--- config.mk ---
export PLATFORM = sky130hd
export DESIGN_NAME = ethernet_packet_classifier_flat
export DESIGN_NICKNAME = d
export VERILOG_FILES = /design/src/rtl/epc_pkg.sv /design/src/rtl/epc_if.sv /design/src/rtl/ethernet_packet_classifier.sv /design/src/rtl/epc_parser.sv /design/src/rtl/epc_counters.sv /design/src/flat_wrapper.sv
export SDC_FILE = /design/constraint.sdc
export NUM_CORES = 1
export LEC_CHECK = 0
export BUFFER_PORTS_ARGS = -buffer_cell sky130_fd_sc_hd__clkbuf_2
export CAP_MARGIN = 20
export CELL_PAD_IN_SITES_DETAIL_PLACEMENT = 1
export CELL_PAD_IN_SITES_GLOBAL_PLACEMENT = 1
export CORE_UTILIZATION = 50
export CTS_CLUSTER_SIZE = 16
export DETAILED_ROUTE_END_ITERATION = 7
export GPL_TIMING_DRIVEN = 0
export MAX_ROUTING_LAYER = met4
export PLACE_DENSITY_LB_ADDON = 0.3
export RECOVER_POWER = 100
export SYNTH_ARGS = -nofsm -noshare
export SYNTH_HDL_FRONTEND = slang
export SYNTH_SLANG_ARGS = --single-unit
--- constraint.sdc ---
create_clock -name clk -period 12.82 [get_ports clk]
set_input_delay 1.282 -clock clk [delete_from_list [all_inputs] [get_ports clk]]
set_output_delay 1.282 -clock clk [all_outputs]
set_load 0.005 [all_outputs]
--- src/rtl/epc_pkg.sv ---
// epc_pkg: shared types and constants for the ethernet packet classifier
// no dependencies; used by epc_out_if and every rtl module
package epc_pkg;

    typedef logic [3:0] class_t;

    localparam class_t CLS_ARP      = 4'd0;
    localparam class_t CLS_ICMP     = 4'd1;
    localparam class_t CLS_ICMP6    = 4'd2;
    localparam class_t CLS_TCP      = 4'd3;
    localparam class_t CLS_HTTP     = 4'd4;
    localparam class_t CLS_UDP      = 4'd5;
    localparam class_t CLS_IP4_OTH  = 4'd6;
    localparam class_t CLS_IP6_OTH  = 4'd7;
    localparam class_t CLS_OTHER    = 4'd8;
    localparam class_t CLS_TRUNC    = 4'd9;

    localparam int NUM_COUNTERS = 10;
    localparam class_t TOTAL_IDX = 4'd9;
    localparam int OUT_COUNT_W = 32;

    localparam logic [15:0] ETH_ARP  = 16'h0806;
    localparam logic [15:0] ETH_IPV4 = 16'h0800;
    localparam logic [15:0] ETH_IPV6 = 16'h86dd;

    localparam logic [7:0] PR_ICMP  = 8'h01;
    localparam logic [7:0] PR_ICMP6 = 8'h3a;
    localparam logic [7:0] PR_TCP   = 8'h06;
    localparam logic [7:0] PR_UDP   = 8'h11;

    localparam logic [15:0] TYPE_HI_POS   = 16'd12;
    localparam logic [15:0] TYPE_LO_POS   = 16'd13;
    localparam logic [15:0] MAC_LEN       = 16'd14;
    localparam logic [15:0] IP4_PROTO_POS = 16'd23;
    localparam logic [15:0] IP6_PROTO_POS = 16'd20;
    localparam logic [5:0]  IPV6_LEN      = 6'd40;
    localparam logic [15:0] HTTP_RESET    = 16'd80;

    typedef struct packed {
        class_t      packet_class;
        logic        recognized;
        logic [15:0] ether_type;
        logic [7:0]  transport_proto;
        logic [15:0] source_port;
        logic [15:0] dest_port;
    } hdr_res_t;

    typedef struct packed {
        logic   done;
        logic   is4;
        logic   is6;
        class_t cls;
    } count_req_t;

endpackage

--- src/rtl/epc_if.sv ---
// epc_in_if and epc_out_if: valid/ready channels for frame words and results
// depends on epc_pkg for field types
interface epc_in_if;
    logic       valid;
    logic       ready;
    logic [7:0] frame_byte;
    logic       frame_end;

    modport source (output valid, output frame_byte, output frame_end, input ready);
    modport sink (input valid, input frame_byte, input frame_end, output ready);
endinterface

interface epc_out_if;
    logic                valid;
    logic                ready;
    epc_pkg::class_t     packet_class;
    logic                recognized;
    logic [15:0]         ether_type;
    logic [7:0]          transport_proto;
    logic [15:0]         source_port;
    logic [15:0]         dest_port;
    logic [31:0]         total_count;
    logic [31:0]         class_count;

    modport source (
        output valid, output packet_class, output recognized, output ether_type,
        output transport_proto, output source_port, output dest_port,
        output total_count, output class_count, input ready
    );
    modport sink (
        input valid, input packet_class, input recognized, input ether_type,
        input transport_proto, input source_port, input dest_port,
        input total_count, input class_count, output ready
    );
endinterface

--- src/rtl/ethernet_packet_classifier.sv ---
// ethernet_packet_classifier: top level with input word register and result register
// depends on epc_pkg, epc_if, epc_parser and epc_counters
//
// Accepts one frame word per clock with no gaps needed between frames. Each
// accepted word is held in an input register and from there updates the
// position-indexed header capture; on the word marked as frame end the class,
// header fields and updated counters land in the result register. Throughput
// is one word per cycle, set by the capture registers that take one word each
// clock; it drops only while a finished result is held by a stalled consumer
// and the next frame-end word waits behind it. http_port resets to 80; the user
// must write it through cfg_we/cfg_data only while no frame is in flight, which
// the block itself does not enforce. Counters are COUNT_WIDTH bits wide and
// wrap; the low 32 bits are reported.
module ethernet_packet_classifier #(
    parameter int COUNT_WIDTH = 32
) (
    input  logic             clk,
    input  logic             rst_n,
    epc_in_if.sink           frame_in,
    epc_out_if.source        result_out,
    input  logic             cfg_we,
    input  logic [15:0]      cfg_data
);

    logic [15:0] http_port_reg;

    logic       s1_valid_reg;
    logic [7:0] s1_byte_reg;
    logic       s1_end_reg;
    logic       s1_fire;
    logic       res_free;

    epc_pkg::hdr_res_t   hdr;
    epc_pkg::count_req_t req;
    logic [31:0]         total_count;
    logic [31:0]         class_count;

    logic                res_valid_reg;
    epc_pkg::hdr_res_t   res_hdr_reg;
    logic [31:0]         res_total_reg;
    logic [31:0]         res_class_reg;

    assign res_free       = !res_valid_reg || result_out.ready;
    assign s1_fire        = s1_valid_reg && (!s1_end_reg || res_free);
    assign frame_in.ready = !s1_valid_reg || s1_fire;

    always_ff @(posedge clk or negedge rst_n)
    begin
        if (!rst_n)
        begin
            http_port_reg <= epc_pkg::HTTP_RESET;
        end
        else if (cfg_we)
        begin
            http_port_reg <= cfg_data;
        end
    end

    // input word register
    always_ff @(posedge clk or negedge rst_n)
    begin
        if (!rst_n)
        begin
            s1_valid_reg <= 1'b0;
        end
        else if (frame_in.valid && frame_in.ready)
        begin
            s1_valid_reg <= 1'b1;
        end
        else if (s1_fire)
        begin
            s1_valid_reg <= 1'b0;
        end
    end

    always_ff @(posedge clk)
    begin
        if (frame_in.valid && frame_in.ready)
        begin
            s1_byte_reg <= frame_in.frame_byte;
            s1_end_reg  <= frame_in.frame_end;
        end
    end

    epc_parser u_parser (
        .clk        (clk),
        .rst_n      (rst_n),
        .step       (s1_fire),
        .frame_byte (s1_byte_reg),
        .frame_end  (s1_end_reg),
        .http_port  (http_port_reg),
        .res        (hdr),
        .req        (req)
    );

    epc_counters #(
        .COUNT_WIDTH (COUNT_WIDTH)
    ) u_counters (
        .clk         (clk),
        .rst_n       (rst_n),
        .req         (req),
        .total_count (total_count),
        .class_count (class_count)
    );

    // result register
    always_ff @(posedge clk or negedge rst_n)
    begin
        if (!rst_n)
        begin
            res_valid_reg <= 1'b0;
        end
        else if (s1_fire && s1_end_reg)
        begin
            res_valid_reg <= 1'b1;
        end
        else if (result_out.ready)
        begin
            res_valid_reg <= 1'b0;
        end
    end

    always_ff @(posedge clk)
    begin
        if (s1_fire && s1_end_reg)
        begin
            res_hdr_reg   <= hdr;
            res_total_reg <= total_count;
            res_class_reg <= class_count;
        end
    end

    assign result_out.valid           = res_valid_reg;
    assign result_out.packet_class    = res_hdr_reg.packet_class;
    assign result_out.recognized      = res_hdr_reg.recognized;
    assign result_out.ether_type      = res_hdr_reg.ether_type;
    assign result_out.transport_proto = res_hdr_reg.transport_proto;
    assign result_out.source_port     = res_hdr_reg.source_port;
    assign result_out.dest_port       = res_hdr_reg.dest_port;
    assign result_out.total_count     = res_total_reg;
    assign result_out.class_count     = res_class_reg;

endmodule

--- src/rtl/epc_parser.sv ---
// epc_parser: position-indexed header capture and frame-end classification
// depends on epc_pkg
module epc_parser (
    input  logic                clk,
    input  logic                rst_n,
    input  logic                step,
    input  logic [7:0]          frame_byte,
    input  logic                frame_end,
    input  logic [15:0]         http_port,
    output epc_pkg::hdr_res_t   res,
    output epc_pkg::count_req_t req
);

    logic [15:0] pos_reg, pos_next;
    logic [15:0] type_reg, type_next;
    logic [5:0]  nhb_reg, nhb_next;
    logic [7:0]  proto_reg, proto_next;
    logic [15:0] sport_reg, sport_next;
    logic [15:0] dport_reg, dport_next;

    logic            is4, is6, ip, in_ip;
    logic [15:0]     proto_pos;
    logic [15:0]     t_pos;
    logic [15:0]     t3_pos;
    logic [15:0]     port_off;
    epc_pkg::class_t cls;
    logic            is_l4;

    always_comb
    begin
        type_next = type_reg;
        if (pos_reg == epc_pkg::TYPE_HI_POS)
        begin
            type_next = {frame_byte, type_reg[7:0]};
        end
        else if (pos_reg == epc_pkg::TYPE_LO_POS)
        begin
            type_next = {type_reg[15:8], frame_byte};
        end

        is4   = (type_next == epc_pkg::ETH_IPV4);
        is6   = (type_next == epc_pkg::ETH_IPV6);
        ip    = is4 | is6;
        in_ip = ip && (pos_reg >= epc_pkg::MAC_LEN);

        nhb_next = nhb_reg;
        if (in_ip && pos_reg == epc_pkg::MAC_LEN)
        begin
            nhb_next = is4 ? {frame_byte[3:0], 2'b00} : epc_pkg::IPV6_LEN;
        end

        proto_pos  = is4 ? epc_pkg::IP4_PROTO_POS : epc_pkg::IP6_PROTO_POS;
        proto_next = proto_reg;
        if (in_ip && pos_reg == proto_pos)
        begin
            proto_next = frame_byte;
        end

        t_pos      = epc_pkg::MAC_LEN + {10'd0, nhb_next};
        t3_pos     = t_pos + 16'd3;
        port_off   = pos_reg - t_pos;
        sport_next = sport_reg;
        dport_next = dport_reg;
        if (in_ip && pos_reg >= t_pos && port_off < 16'd4)
        begin
            unique case (port_off[1:0])
                2'd0: sport_next = {frame_byte, sport_reg[7:0]};
                2'd1: sport_next = {sport_reg[15:8], frame_byte};
                2'd2: dport_next = {frame_byte, dport_reg[7:0]};
                2'd3: dport_next = {dport_reg[15:8], frame_byte};
                default: sport_next = sport_reg;
            endcase
        end

        // classification on the last word of a frame
        priority if (pos_reg < epc_pkg::TYPE_LO_POS)
        begin
            cls = epc_pkg::CLS_TRUNC;
        end
        else if (type_next == epc_pkg::ETH_ARP)
        begin
            cls = epc_pkg::CLS_ARP;
        end
        else if (ip)
        begin
            if (pos_reg < proto_pos)
            begin
                cls = epc_pkg::CLS_TRUNC;
            end
            else if (proto_next == epc_pkg::PR_TCP || proto_next == epc_pkg::PR_UDP)
            begin
                if (pos_reg < t3_pos)
                begin
                    cls = epc_pkg::CLS_TRUNC;
                end
                else if (proto_next == epc_pkg::PR_UDP)
                begin
                    cls = epc_pkg::CLS_UDP;
                end
                else if (sport_next == http_port || dport_next == http_port)
                begin
                    cls = epc_pkg::CLS_HTTP;
                end
                else
                begin
                    cls = epc_pkg::CLS_TCP;
                end
            end
            else if (is4)
            begin
                cls = (proto_next == epc_pkg::PR_ICMP) ? epc_pkg::CLS_ICMP
                                                       : epc_pkg::CLS_IP4_OTH;
            end
            else
            begin
                cls = (proto_next == epc_pkg::PR_ICMP6) ? epc_pkg::CLS_ICMP6
                                                        : epc_pkg::CLS_IP6_OTH;
            end
        end
        else
        begin
            cls = epc_pkg::CLS_OTHER;
        end

        is_l4 = (cls == epc_pkg::CLS_TCP) || (cls == epc_pkg::CLS_HTTP)
             || (cls == epc_pkg::CLS_UDP);

        res.packet_class    = cls;
        res.recognized      = (cls <= epc_pkg::CLS_UDP);
        res.ether_type      = type_next;
        res.transport_proto = (ip && cls != epc_pkg::CLS_TRUNC) ? proto_next : 8'd0;
        res.source_port     = is_l4 ? sport_next : 16'd0;
        res.dest_port       = is_l4 ? dport_next : 16'd0;

        req.done = step && frame_end;
        req.is4  = is4;
        req.is6  = is6;
        req.cls  = cls;

        pos_next = (pos_reg == 16'hffff) ? pos_reg : pos_reg + 16'd1;
    end

    always_ff @(posedge clk or negedge rst_n)
    begin
        if (!rst_n)
        begin
            pos_reg   <= '0;
            type_reg  <= '0;
            nhb_reg   <= '0;
            proto_reg <= '0;
            sport_reg <= '0;
            dport_reg <= '0;
        end
        else if (step)
        begin
            if (frame_end)
            begin
                pos_reg   <= '0;
                type_reg  <= '0;
                nhb_reg   <= '0;
                proto_reg <= '0;
                sport_reg <= '0;
                dport_reg <= '0;
            end
            else
            begin
                pos_reg   <= pos_next;
                type_reg  <= type_next;
                nhb_reg   <= nhb_next;
                proto_reg <= proto_next;
                sport_reg <= sport_next;
                dport_reg <= dport_next;
            end
        end
    end

endmodule

--- src/rtl/epc_counters.sv ---
// epc_counters: per-class and total frame counters, wrapping
// depends on epc_pkg
module epc_counters #(
    parameter int COUNT_WIDTH = 32
) (
    input  logic                clk,
    input  logic                rst_n,
    input  epc_pkg::count_req_t req,
    output logic [31:0]         total_count,
    output logic [31:0]         class_count
);

    localparam int EXT_W = (COUNT_WIDTH > epc_pkg::OUT_COUNT_W) ? COUNT_WIDTH
                                                                : epc_pkg::OUT_COUNT_W;

    logic [COUNT_WIDTH-1:0] cnt_reg [epc_pkg::NUM_COUNTERS];
    logic [COUNT_WIDTH-1:0] total_inc;
    logic [COUNT_WIDTH-1:0] class_inc;
    logic [EXT_W-1:0]       total_ext;
    logic [EXT_W-1:0]       class_ext;
    logic                   trunc;

    assign trunc     = (req.cls == epc_pkg::CLS_TRUNC);
    assign total_inc = cnt_reg[epc_pkg::TOTAL_IDX] + 1'b1;
    assign class_inc = cnt_reg[req.cls] + 1'b1;
    assign total_ext = EXT_W'(total_inc);
    assign class_ext = trunc ? '0 : EXT_W'(class_inc);
    assign total_count = total_ext[31:0];
    assign class_count = class_ext[31:0];

    always_ff @(posedge clk or negedge rst_n)
    begin
        if (!rst_n)
        begin
            for (int i = 0; i < epc_pkg::NUM_COUNTERS; i++)
            begin
                cnt_reg[i] <= '0;
            end
        end
        else if (req.done)
        begin
            for (int i = 0; i < epc_pkg::NUM_COUNTERS; i++)
            begin
                if (i == int'(epc_pkg::TOTAL_IDX))
                begin
                    cnt_reg[i] <= cnt_reg[i] + 1'b1;
                end
                else if (!trunc && (int'(req.cls) == i
                         || (i == int'(epc_pkg::CLS_IP4_OTH) && req.is4)
                         || (i == int'(epc_pkg::CLS_IP6_OTH) && req.is6)))
                begin
                    cnt_reg[i] <= cnt_reg[i] + 1'b1;
                end
            end
        end
    end

endmodule

--- src/flat_wrapper.sv ---
// flat-port wrapper written by rule: the top's interface ports become plain ports
module ethernet_packet_classifier_flat 
#(
    parameter int COUNT_WIDTH = 32
)
  (clk, rst_n, cfg_we, cfg_data, frame_in_valid, frame_in_frame_byte, frame_in_frame_end, frame_in_ready, result_out_valid, result_out_packet_class, result_out_recognized, result_out_ether_type, result_out_transport_proto, result_out_source_port, result_out_dest_port, result_out_total_count, result_out_class_count, result_out_ready);
  epc_in_if frame_in_i ();
  epc_out_if result_out_i ();
  input  logic clk;
  input  logic rst_n;
  input  logic cfg_we;
  input  logic [15:0] cfg_data;
  input wire logic [$bits(frame_in_i.valid)-1:0] frame_in_valid;
  input wire logic [$bits(frame_in_i.frame_byte)-1:0] frame_in_frame_byte;
  input wire logic [$bits(frame_in_i.frame_end)-1:0] frame_in_frame_end;
  output wire logic [$bits(frame_in_i.ready)-1:0] frame_in_ready;
  output wire logic [$bits(result_out_i.valid)-1:0] result_out_valid;
  output wire logic [$bits(result_out_i.packet_class)-1:0] result_out_packet_class;
  output wire logic [$bits(result_out_i.recognized)-1:0] result_out_recognized;
  output wire logic [$bits(result_out_i.ether_type)-1:0] result_out_ether_type;
  output wire logic [$bits(result_out_i.transport_proto)-1:0] result_out_transport_proto;
  output wire logic [$bits(result_out_i.source_port)-1:0] result_out_source_port;
  output wire logic [$bits(result_out_i.dest_port)-1:0] result_out_dest_port;
  output wire logic [$bits(result_out_i.total_count)-1:0] result_out_total_count;
  output wire logic [$bits(result_out_i.class_count)-1:0] result_out_class_count;
  input wire logic [$bits(result_out_i.ready)-1:0] result_out_ready;
  assign frame_in_i.valid = frame_in_valid;
  assign frame_in_i.frame_byte = frame_in_frame_byte;
  assign frame_in_i.frame_end = frame_in_frame_end;
  assign frame_in_ready = frame_in_i.ready;
  assign result_out_valid = result_out_i.valid;
  assign result_out_packet_class = result_out_i.packet_class;
  assign result_out_recognized = result_out_i.recognized;
  assign result_out_ether_type = result_out_i.ether_type;
  assign result_out_transport_proto = result_out_i.transport_proto;
  assign result_out_source_port = result_out_i.source_port;
  assign result_out_dest_port = result_out_i.dest_port;
  assign result_out_total_count = result_out_i.total_count;
  assign result_out_class_count = result_out_i.class_count;
  assign result_out_i.ready = result_out_ready;
  ethernet_packet_classifier #(.COUNT_WIDTH(COUNT_WIDTH)) u_core (.clk(clk), .rst_n(rst_n), .frame_in(frame_in_i), .result_out(result_out_i), .cfg_we(cfg_we), .cfg_data(cfg_data));
endmodule
-- Word-level counts from Yosys, hierarchy flattened
Cells that the tools add are included.
- logic and storage cells: 165
- flip-flop bits (word level): 550
- output and inout port bits: 127
- input bits: 30
- eq/ne operators: 31
- multiplexer cells: 35
- magnitude comparators: 8
- bitwise logic cells: 2
- reduce and logical (&&, ||, !) cells: 45
- add/sub/neg operators: 15
- operators with widths (cell ; count):
    $add 32x1->32 const B ; 11
    $bmux 32 s4 ; 1
    $mux 16 ; 8
    $mux 32 ; 2
    $pmux 16 s2 ; 2
    $eq 16x4->1 const B ; 3
    $eq 16x12->1 const B ; 2
    $eq 16x16->1 ; 2
    $eq 16x16->1 const B ; 2
    $eq 4x4->1 const B ; 6
    $mux 4 ; 6
    $mux 8 ; 3
    $reduce_and 2->1 ; 10
    $logic_and 1x1->1 ; 18
    $mux 6 ; 3
    $add 16x1->16 const B ; 1
    $eq 16x5->1 ; 1
    $eq 4x3->1 const B ; 4
    $ge 16x4->1 const B ; 1
    $ge 16x7->1 ; 1
    $lt 16x3->1 const B ; 1
    $lt 16x4->1 const B ; 1
    $lt 16x5->1 ; 1
    $lt 16x8->1 ; 1
    24 further kinds ; 45

-- Logic depth before layout (Yosys ltp)
Gate-level depths: netlist (run 1).
- word-level depth: 28
- depth in mapped cells: 42
- gate-level depth less buffers: 35

-- Hierarchy
Synthesis (run 1) repeated with hierarchy kept, for this count alone.
- cell total of the unflattened synthesis: 2651
- area total of the unflattened synthesis: 29115.4 um^2
- modules (own cells, without submodules) (module ; sequential area each (um^2) ; area each (um^2) ; cells each ; instances):
    epc_counters ; 8007.7 ; 17635.7 ; 1648 ; 1
    epc_parser ; 1951.9 ; 6705.2 ; 825 ; 1
    ethernet_packet_classifier ; 4476.8 ; 4774.6 ; 178 ; 1

-- Worst setup path after synthesis (run 1)
OpenSTA, ideal clock, no wires.
- kind: register -> register
- start: reg u_core.u_parser.pos_reg[9]
- end: reg u_core.res_class_reg[31], in the netlist u_core.result_out.class_count[31], data pin
- setup slack: 4.060 ns
- arrival: 8.498 ns
- cell stages (with the launch flop): 37
- library setup time: 0.262 ns
- path buffers: 5
- data required time: 12.558 ns
- cell sequence: dfrtp_1 clkbuf_1 nor4_1 and4_1 buf_2 mux2_2 o2bb2a_4 buf_6 or3_1 clkbuf_1 a22o_1 inv_1 ha_1 inv_1 o21ai_0 xor2_1 ha_1 nor2_1 a2111o_1 o21bai_1 nor4b_1 nand3_1 a2111oi_0 nand4_1 mux2_2 and3_4 o31ai_4 inv_2 buf_6 nand2_2 o221ai_1 a211oi_2 nand4bb_1 nor3_4 nand2_2 nor3_2 mux2_1
- cells in the longest elaborated chain, start to end: 28
- RTL lines (what ; RTL line ; text):
    from (decl) ; epc_parser.sv:14 ; logic [15:0] pos_reg, pos_next;
    from (signal assigned) ; epc_parser.sv:167 ; pos_reg <= pos_next;
    $eq 16x4->1 ; epc_parser.sv:36 ; else if (pos_reg == epc_pkg::TYPE_LO_POS)
    $mux 8 ; epc_parser.sv:36 ;
    $mux 16 ; epc_parser.sv:32 ; if (pos_reg == epc_pkg::TYPE_HI_POS)
    $eq 16x12->1 / $eq 16x16->1 (equally long branches) ; epc_parser.sv:41, epc_parser.sv:42 ;
    $or 1x1->1 ; epc_parser.sv:43 ; ip = is4 | is6;
    $logic_and 1x1->1 ; epc_parser.sv:44 ; in_ip = ip && (pos_reg >= epc_pkg::MAC_LEN);
    $logic_and 1x1->1 ; epc_parser.sv:47 ; if (in_ip && pos_reg == epc_pkg::MAC_LEN)
    $mux 6 ; epc_parser.sv:47 ;
    [... 11 more ...] ; -- ;
    $mux 4 ; epc_parser.sv:86 ; if (pos_reg < proto_pos)
    $mux 4 ; epc_parser.sv:84 ; else if (ip)
    $mux 4 ; epc_parser.sv:80 ; else if (type_next == epc_pkg::ETH_ARP)
    $mux 4 (*) ; epc_parser.sv:76 ; priority if (pos_reg < epc_pkg::TYPE_LO_POS)
    $not 4->5 (implied by the code) ; epc_counters.sv:25 ; assign class_inc = cnt_reg[req.cls] + 1'b1;
    $bmux 32 s4 ; epc_counters.sv:25 ;
    $mux 32 (implied by the code) (2 in a row) ; epc_counters.sv:25 ;
    $add 32x1->32 ; epc_counters.sv:25 ;
    to (signal assigned) ; ethernet_packet_classifier.sv:129 ; res_class_reg <= class_count;
    to (decl) ; ethernet_packet_classifier.sv:41 ; logic [31:0] res_class_reg;
Mark *: on every way between the ends. The rest lies on a longest branch, timed or not. The select of a mux whose other input is x is not followed.
A chain may end at the register's enable or synchronous reset.

==> results.sh, run 1 <==
export IMPL_status="finished with violations"
export IMPL_violations="max-capacitance violations, max-slew violations"
export IMPL_antenna_found_initial=3
export IMPL_drv_slew=564
export IMPL_htree_levels=2
export IMPL_yosysSeqAreaShare_pct=49.1
export IMPL_root_buffer="clkbuf_16"
export IMPL_fmax_mhz=82.6
export IMPL_crit_slowest_cell="nor4_1"
export IMPL_largest_register_ffs=320
export IMPL_cp_max_fo=10
export IMPL_clkTransAtPathRegs_ns=0.06
export IMPL_worstMarginPinSlew_ns=5.96
export IMPL_fin_crit_ns=12.11
export IMPL_drive_gt1_share_pct=8.66
export IMPL_peakVddDrop_mv=0.108
export IMPL_drtPass1Iterations=6
export IMPL_viasPerCell=6.21
export IMPL_p_sw_mw=0.970
export IMPL_cts_made_buffers=59
export IMPL_rows=88
export IMPL_hp_class="flop to flop"
export IMPL_route_detailed_wl_per_inst_um=26.8
export IMPL_ys_types=108
export IMPL_grt_max_degree=114
export IMPL_grt_ovfl_total=0
export IMPL_ant_nets=0
export IMPL_rsz0062_at_grt="false"
export IMPL_ys_ff_latch=550
export IMPL_die_area_mm2=0.0598
export IMPL_start_util_pct=50.8
export IMPL_tns_ns=0
export IMPL_critPathArrivalTime_ns=12.57
export IMPL_combPwrFrac_pct=6.4
export IMPL_synth_edf_count=134
export IMPL_grt_total_usage_pct=36.6
export IMPL_synthFlopType="dfrtp_1"
export IMPL_die_w_um=245
export IMPL_cts_tree="built"
export IMPL_skew_ns=0.0320
export IMPL_clockBufferDepth=3
export IMPL_startpoint_type="flop"
export IMPL_pwr_share_seq_pct=48.6
export IMPL_cts_resized=0
export IMPL_core_mm2=0.0579
export IMPL_grt_pass1_vias=25300
export IMPL_yosysWarnings=0
export IMPL_clock_sinks=550
export IMPL_ys_async_sr_fraction_pct=75.6
export IMPL_clock_power_share_pct=45.0
export IMPL_post_route_period_util_pct=94.5
export IMPL_route_detailed_drc=0
export IMPL_powerDensity_mw_per_mm2=118
export IMPL_cts_hold_buf=0
export IMPL_die_y_um=245
export IMPL_clk_latency_ns=0.66
export IMPL_placed_cells=3844
export IMPL_grt_pass1_wl_mm=160
export IMPL_synth_top_area_share_pct=35.2
export IMPL_ios=157
export IMPL_hpwl_mm=78.6
export IMPL_yosys_top_cells_area="dfrtp_1 35%, edfxtp_1 14%, xnor2_1 7.4%"
export IMPL_yosysTopAreaCell="dfrtp_1"
export IMPL_p_leak_nw=14.2
export IMPL_port_buffers=155
export IMPL_syn_cell_area_mm2=0.0294
export IMPL_internal_power_mw=2.90
export IMPL_finalSetupViolCount=0
export IMPL_vias=24600
export IMPL_critPathRequiredTime_ns=13.29
export IMPL_synth_nets=2985
export IMPL_cp_end_kind="flop"
export IMPL_globalplace_congestion=0.971
export IMPL_relSlewSlack_pct=-297
export IMPL_cts_setup_buffers=0
export IMPL_max_cap_violations=8
export IMPL_synth_area_per_cell_um2=10.1
export IMPL_nets=3209
export IMPL_layoutNonFillerInstCount=3953
export IMPL_first_iter_violations=2333
export IMPL_slowest_delay_ns=0.60
export IMPL_area_growth_pct=11.9
export IMPL_hold_violations=0
export IMPL_path_class="flop to flop"
export IMPL_routed_wl_mm=106
export IMPL_crit_top_cell="buf_2"
export IMPL_syn_inst=2917
export IMPL_sw_frac_of_total_pct=25.1
[cell usage in the layout, fill, tap and decap left out, drive strengths merged, types with 10 or more instances in the layout]
| cell type | instances |
|---|---|
| o22ai | 29 |
| edfxtp | 134 |
| o21a | 11 |
| xnor2 | 248 |
| a32o | 10 |
| nand2 | 437 |
| nand3 | 144 |
| nor2b | 13 |
| nor4 | 22 |
| a211oi | 17 |
| inv | 67 |
| and4 | 17 |
| buf | 42 |
| xor2 | 172 |
| and3 | 97 |
| a22o | 19 |
| ha | 37 |
| clkbuf | 312 |
| a31oi | 10 |
| dfrtp | 414 |
| o21ai | 101 |
| nor2 | 254 |
| mux2i | 100 |
| and2 | 14 |
| or3 | 21 |
| clkinv | 20 |
| a21oi | 84 |
| mux2 | 46 |
| nand4 | 81 |
| nor3 | 63 |
[cell families after synthesis]
family | count (synthesis) | synth area share [%]
simple gates | 1211 | 20.2
flops | 550 | 49.1
xor+xnor | 420 | 12.5
compound gates | 374 | 8.56
buf+inv | 177 | 2.89
mux | 146 | 5.16
fa+ha+maj | 38 | 1.64
other cells | 1 | 0.0127
[layout make-up]
cell class,count,area [um^2]
Inverter,66,253
Tap cell,765,957
Fill cell,6466,25000
Sequential cell,550,14400
Antenna cell,2,5.00
Clock buffer,80,1700
Buffer,111,586
Timing Repair Buffer,163,714
Clock inverter,26,240
Multi-Input combinational cell,2190,14000
[critical path, delay by kind of cell (launching register included)]
| family | cells | cell delay (ns) |
|---|---|---|
| AOI/OAI and AO/OA | 8 | 2.10 |
| xor gates and xnor gates | 2 | 0.51 |
| adders and majority gates | 2 | 0.57 |
| buffers and inverters | 13 | 3.40 |
| DFF | 1 | 0.37 |
| muxes | 2 | 0.95 |
| and+or+nand+nor | 13 | 3.98 |
[synth_stat cells (17+ instances only)]
cell,count
ha_1,37
xor2_1,172
mux2_2,45
nor4_1,18
xnor2_1,248
o21ai_0,94
and4_1,17
nand2_1,433
or3_1,21
edfxtp_1,134
a22o_1,19
and3_1,95
a21oi_1,83
nor2_1,249
inv_1,62
nor3_1,52
mux2i_1,100
clkbuf_1,61
nand3_1,141
nand4_1,78
dfrtp_1,414
o22ai_1,29
[final timing paths]
check	from	to	slack (ns)	depth (start not counted)
setup / recovery	u_core.u_parser.pos_reg[9]	u_core.result_out.class_count[9]	0.71	40
hold / removal	u_core.u_counters.cnt_reg[223]	u_core.u_counters.cnt_reg[223]	0.47	1
setup reg to reg	u_core.u_parser.pos_reg[9]	u_core.result_out.class_count[9]	0.71	40
hold reg to reg	u_core.u_counters.cnt_reg[223]	u_core.u_counters.cnt_reg[223]	0.47	1
max in group asynchronous	rst_n	u_core.u_counters.cnt_reg[211]	2.27	4
min in group asynchronous	rst_n	u_core.result_out.valid	1.39	1
[layer usage]
metal  up-vias  wire length [um]  global-route usage, %  part of all wire, %
li1      10700                 -                      -                    -
met1     12700             47900                   52.2                   45
met2       949             47400                   54.1                   45
met3       183              7970                   6.09                  7.5
met4         0              2750                   9.61                  2.6
met5         -                 0                      -                    0
[power groups by stage]
stage | Sequential (mW) | Combinational (mW) | Clock, mW
floorplan | 1.90 | 0.133 | 0
global placement | 1.91 | 0.235 | 0
detailed placement | 1.91 | 0.252 | 0
CTS | 1.88 | 0.256 | 1.75
global route | 1.89 | 0.271 | 1.81
finish | 1.88 | 0.247 | 1.74
[per-stage QoR]
stage / hold WS, ns / setup slack [ns] / area, um^2 / util (%) / total power, mW
floorplan: 0.441 / 4.06 / 29400 / - / 2.03
global placement: 0.457 / 0.544 / 31200 / 53.8 / 2.15
detailed placement: 0.461 / 0.705 / 31400 / 54.1 / 2.16
CTS: 0.472 / 0.661 / 33300 / 57.5 / 3.89
global route: 0.486 / 0.199 / 32900 / 56.8 / 3.97
finish: 0.473 / 0.711 / 32900 / 56.8 / 3.87
Power figures use the tool's default switching activity.
==> inputs of run 2 (changes only) <==
==> constraint.sdc (replaced) <==
create_clock -name clk -period 12.82 [get_ports clk]
set_input_delay 3.846 -clock clk [delete_from_list [all_inputs] [get_ports clk]]
set_output_delay 3.846 -clock clk [all_outputs]
set_load 0.005 [all_outputs]
==> results.sh, run 2 (synthesis gave the netlist of run 1 again) <==
export IMPL_first_iter_violations=2369
export IMPL_hp_class="flop to flop"
export IMPL_max_cap_violations=7
export IMPL_antenna_found_initial=3
export IMPL_grt_pass1_wl_mm=160
export IMPL_grt_max_degree=114
export IMPL_hpwl_mm=78.6
export IMPL_slowest_delay_ns=0.94
export IMPL_fmax_mhz=82.5
export IMPL_final_util_pct=56.9
export IMPL_htree_levels=2
export IMPL_largest_register_ffs=320
export IMPL_tns_ns=0
export IMPL_hold_violations=0
export IMPL_clkTransAtPathRegs_ns=0.06
export IMPL_root_buffer="clkbuf_16"
export IMPL_drive_gt1_share_pct=8.63
export IMPL_port_buffers=155
export IMPL_route_detailed_drc=0
export IMPL_peakVddDrop_mv=0.108
export IMPL_cp_end_kind="flop"
export IMPL_viasPerCell=6.24
export IMPL_route_detailed_wl_per_inst_um=26.8
export IMPL_crit_top_cell="clkbuf_1"
export IMPL_finalSetupViolCount=0
export IMPL_path_class="flop to flop"
export IMPL_rsz0062_at_grt="false"
export IMPL_worstMarginPinSlew_ns=5.94
export IMPL_reg2reg_setup_slack_ns=0.71
export IMPL_clockBufferDepth=3
export IMPL_vias=24600
export IMPL_die_area_mm2=0.0598
export IMPL_critPathRequiredTime_ns=13.21
export IMPL_grt_pass1_vias=25300
export IMPL_startpoint_type="flop"
export IMPL_crit_slowest_cell="nor4_1"
export IMPL_placed_cells=3844
export IMPL_cts_resized=0
export IMPL_cp_max_fo=10
export IMPL_drv_slew=449
export IMPL_nets=3209
export IMPL_cts_hold_buf=0
export IMPL_powerDensity_mw_per_mm2=117
export IMPL_cts_tree="built"
export IMPL_grt_total_usage_pct=36.6
export IMPL_ios=157
export IMPL_routed_wl_mm=106
export IMPL_fillers=6463
export IMPL_die_y_um=245
export IMPL_status="finished with violations"
export IMPL_skew_ns=0.0334
export IMPL_fin_crit_ns=12.11
export IMPL_area_growth_pct=11.9
export IMPL_p_leak_nw=14.2
export IMPL_start_util_pct=50.8
export IMPL_cts_setup_buffers=0
export IMPL_ant_nets=0
export IMPL_globalplace_congestion=0.971
export IMPL_drtPass1Iterations=5
export IMPL_grt_ovfl_total=0
export IMPL_violations="max-capacitance violations, max-slew violations"
export IMPL_relSlewSlack_pct=-296
export IMPL_die_w_um=245
export IMPL_final_common_cell="nand2_1"
export IMPL_final_cell_mix="436 x nand2_1, 414 x dfrtp_1, 253 x nor2_1, 248 x xnor2_1, 172 x xor2_1"
export IMPL_post_route_period_util_pct=94.5
export IMPL_critPathArrivalTime_ns=12.50
export IMPL_rows=88
export IMPL_cts_made_buffers=59
export IMPL_core_mm2=0.0579
export IMPL_clock_sinks=550
export IMPL_layoutNonFillerInstCount=3953
export IMPL_clk_latency_ns=0.65
-- run 2: final timing paths --
kind,cells past startpoint,startpoint,to
max reg2reg,36,u_core.u_parser.pos_reg[9],u_core.result_out.class_count[31]
min in group asynchronous,1,rst_n,u_core.result_out.valid
min,1,u_core.u_counters.cnt_reg[223],u_core.u_counters.cnt_reg[223]
max,36,u_core.u_parser.pos_reg[9],u_core.result_out.class_count[31]
min reg2reg,1,u_core.u_counters.cnt_reg[223],u_core.u_counters.cnt_reg[223]
max in group asynchronous,2,rst_n,u_core.u_counters.cnt_reg[28]
-- run 2: final cells by class --
cell class | instances | area, um^2 | share of cell area (%)
timing repair buffer | 163 | 734 | 2.23
tap | 765 | 957 | 2.91
inverter | 66 | 253 | 0.767
sequential | 550 | 14400 | 43.8
multi-input combinational | 2190 | 14000 | 42.6
buffer | 111 | 589 | 1.79
antenna | 2 | 5.00 | 0.0152
clock inverter | 26 | 240 | 0.729
clock buffer | 80 | 1700 | 5.15
-- run 2: worst max-delay path, delay by kind of cell (launching register included) --
family	cells	cell delay, ns
AO/OA/AOI/OAI	9	2.29
XOR/XNOR	1	0.34
adder cells (fa/ha/maj)	2	0.57
buffers and inverters	8	2.20
flip-flops	1	0.37
multiplexers	2	0.82
AND/OR/NAND/NOR	14	5.27
-- run 2: where the power goes --
group | leakage (nW) | switching [mW] | internal [mW]
sequential | 7.01 | 0.0435 | 1.84
clock | 0.954 | 0.754 | 0.985
combinational | 6.28 | 0.170 | 0.0784
-- run 2: metal layers --
metal / global-route usage, % / vias to the layer above / share of wire (%)
li1: - / 10700 / -
met1: 52.2 / 12800 / 45
met2: 54.1 / 918 / 45
met3: 6.09 / 183 / 7.5
met4: 9.61 / 0 / 2.6
met5: - / - / 0
-- run 2: metrics by stage --
stage	power [mW]	hold slack [ns]	setup WS, ns	cell area (um^2)
after CTS	3.89	0.472	0.661	33300
after floorplan	2.03	0.441	3.94	29400
after detailed placement	2.16	0.461	0.705	31400
after global placement	2.15	0.457	-1.66	31200
final	3.87	0.473	0.706	32900
after global routing	3.97	0.486	0.208	32900
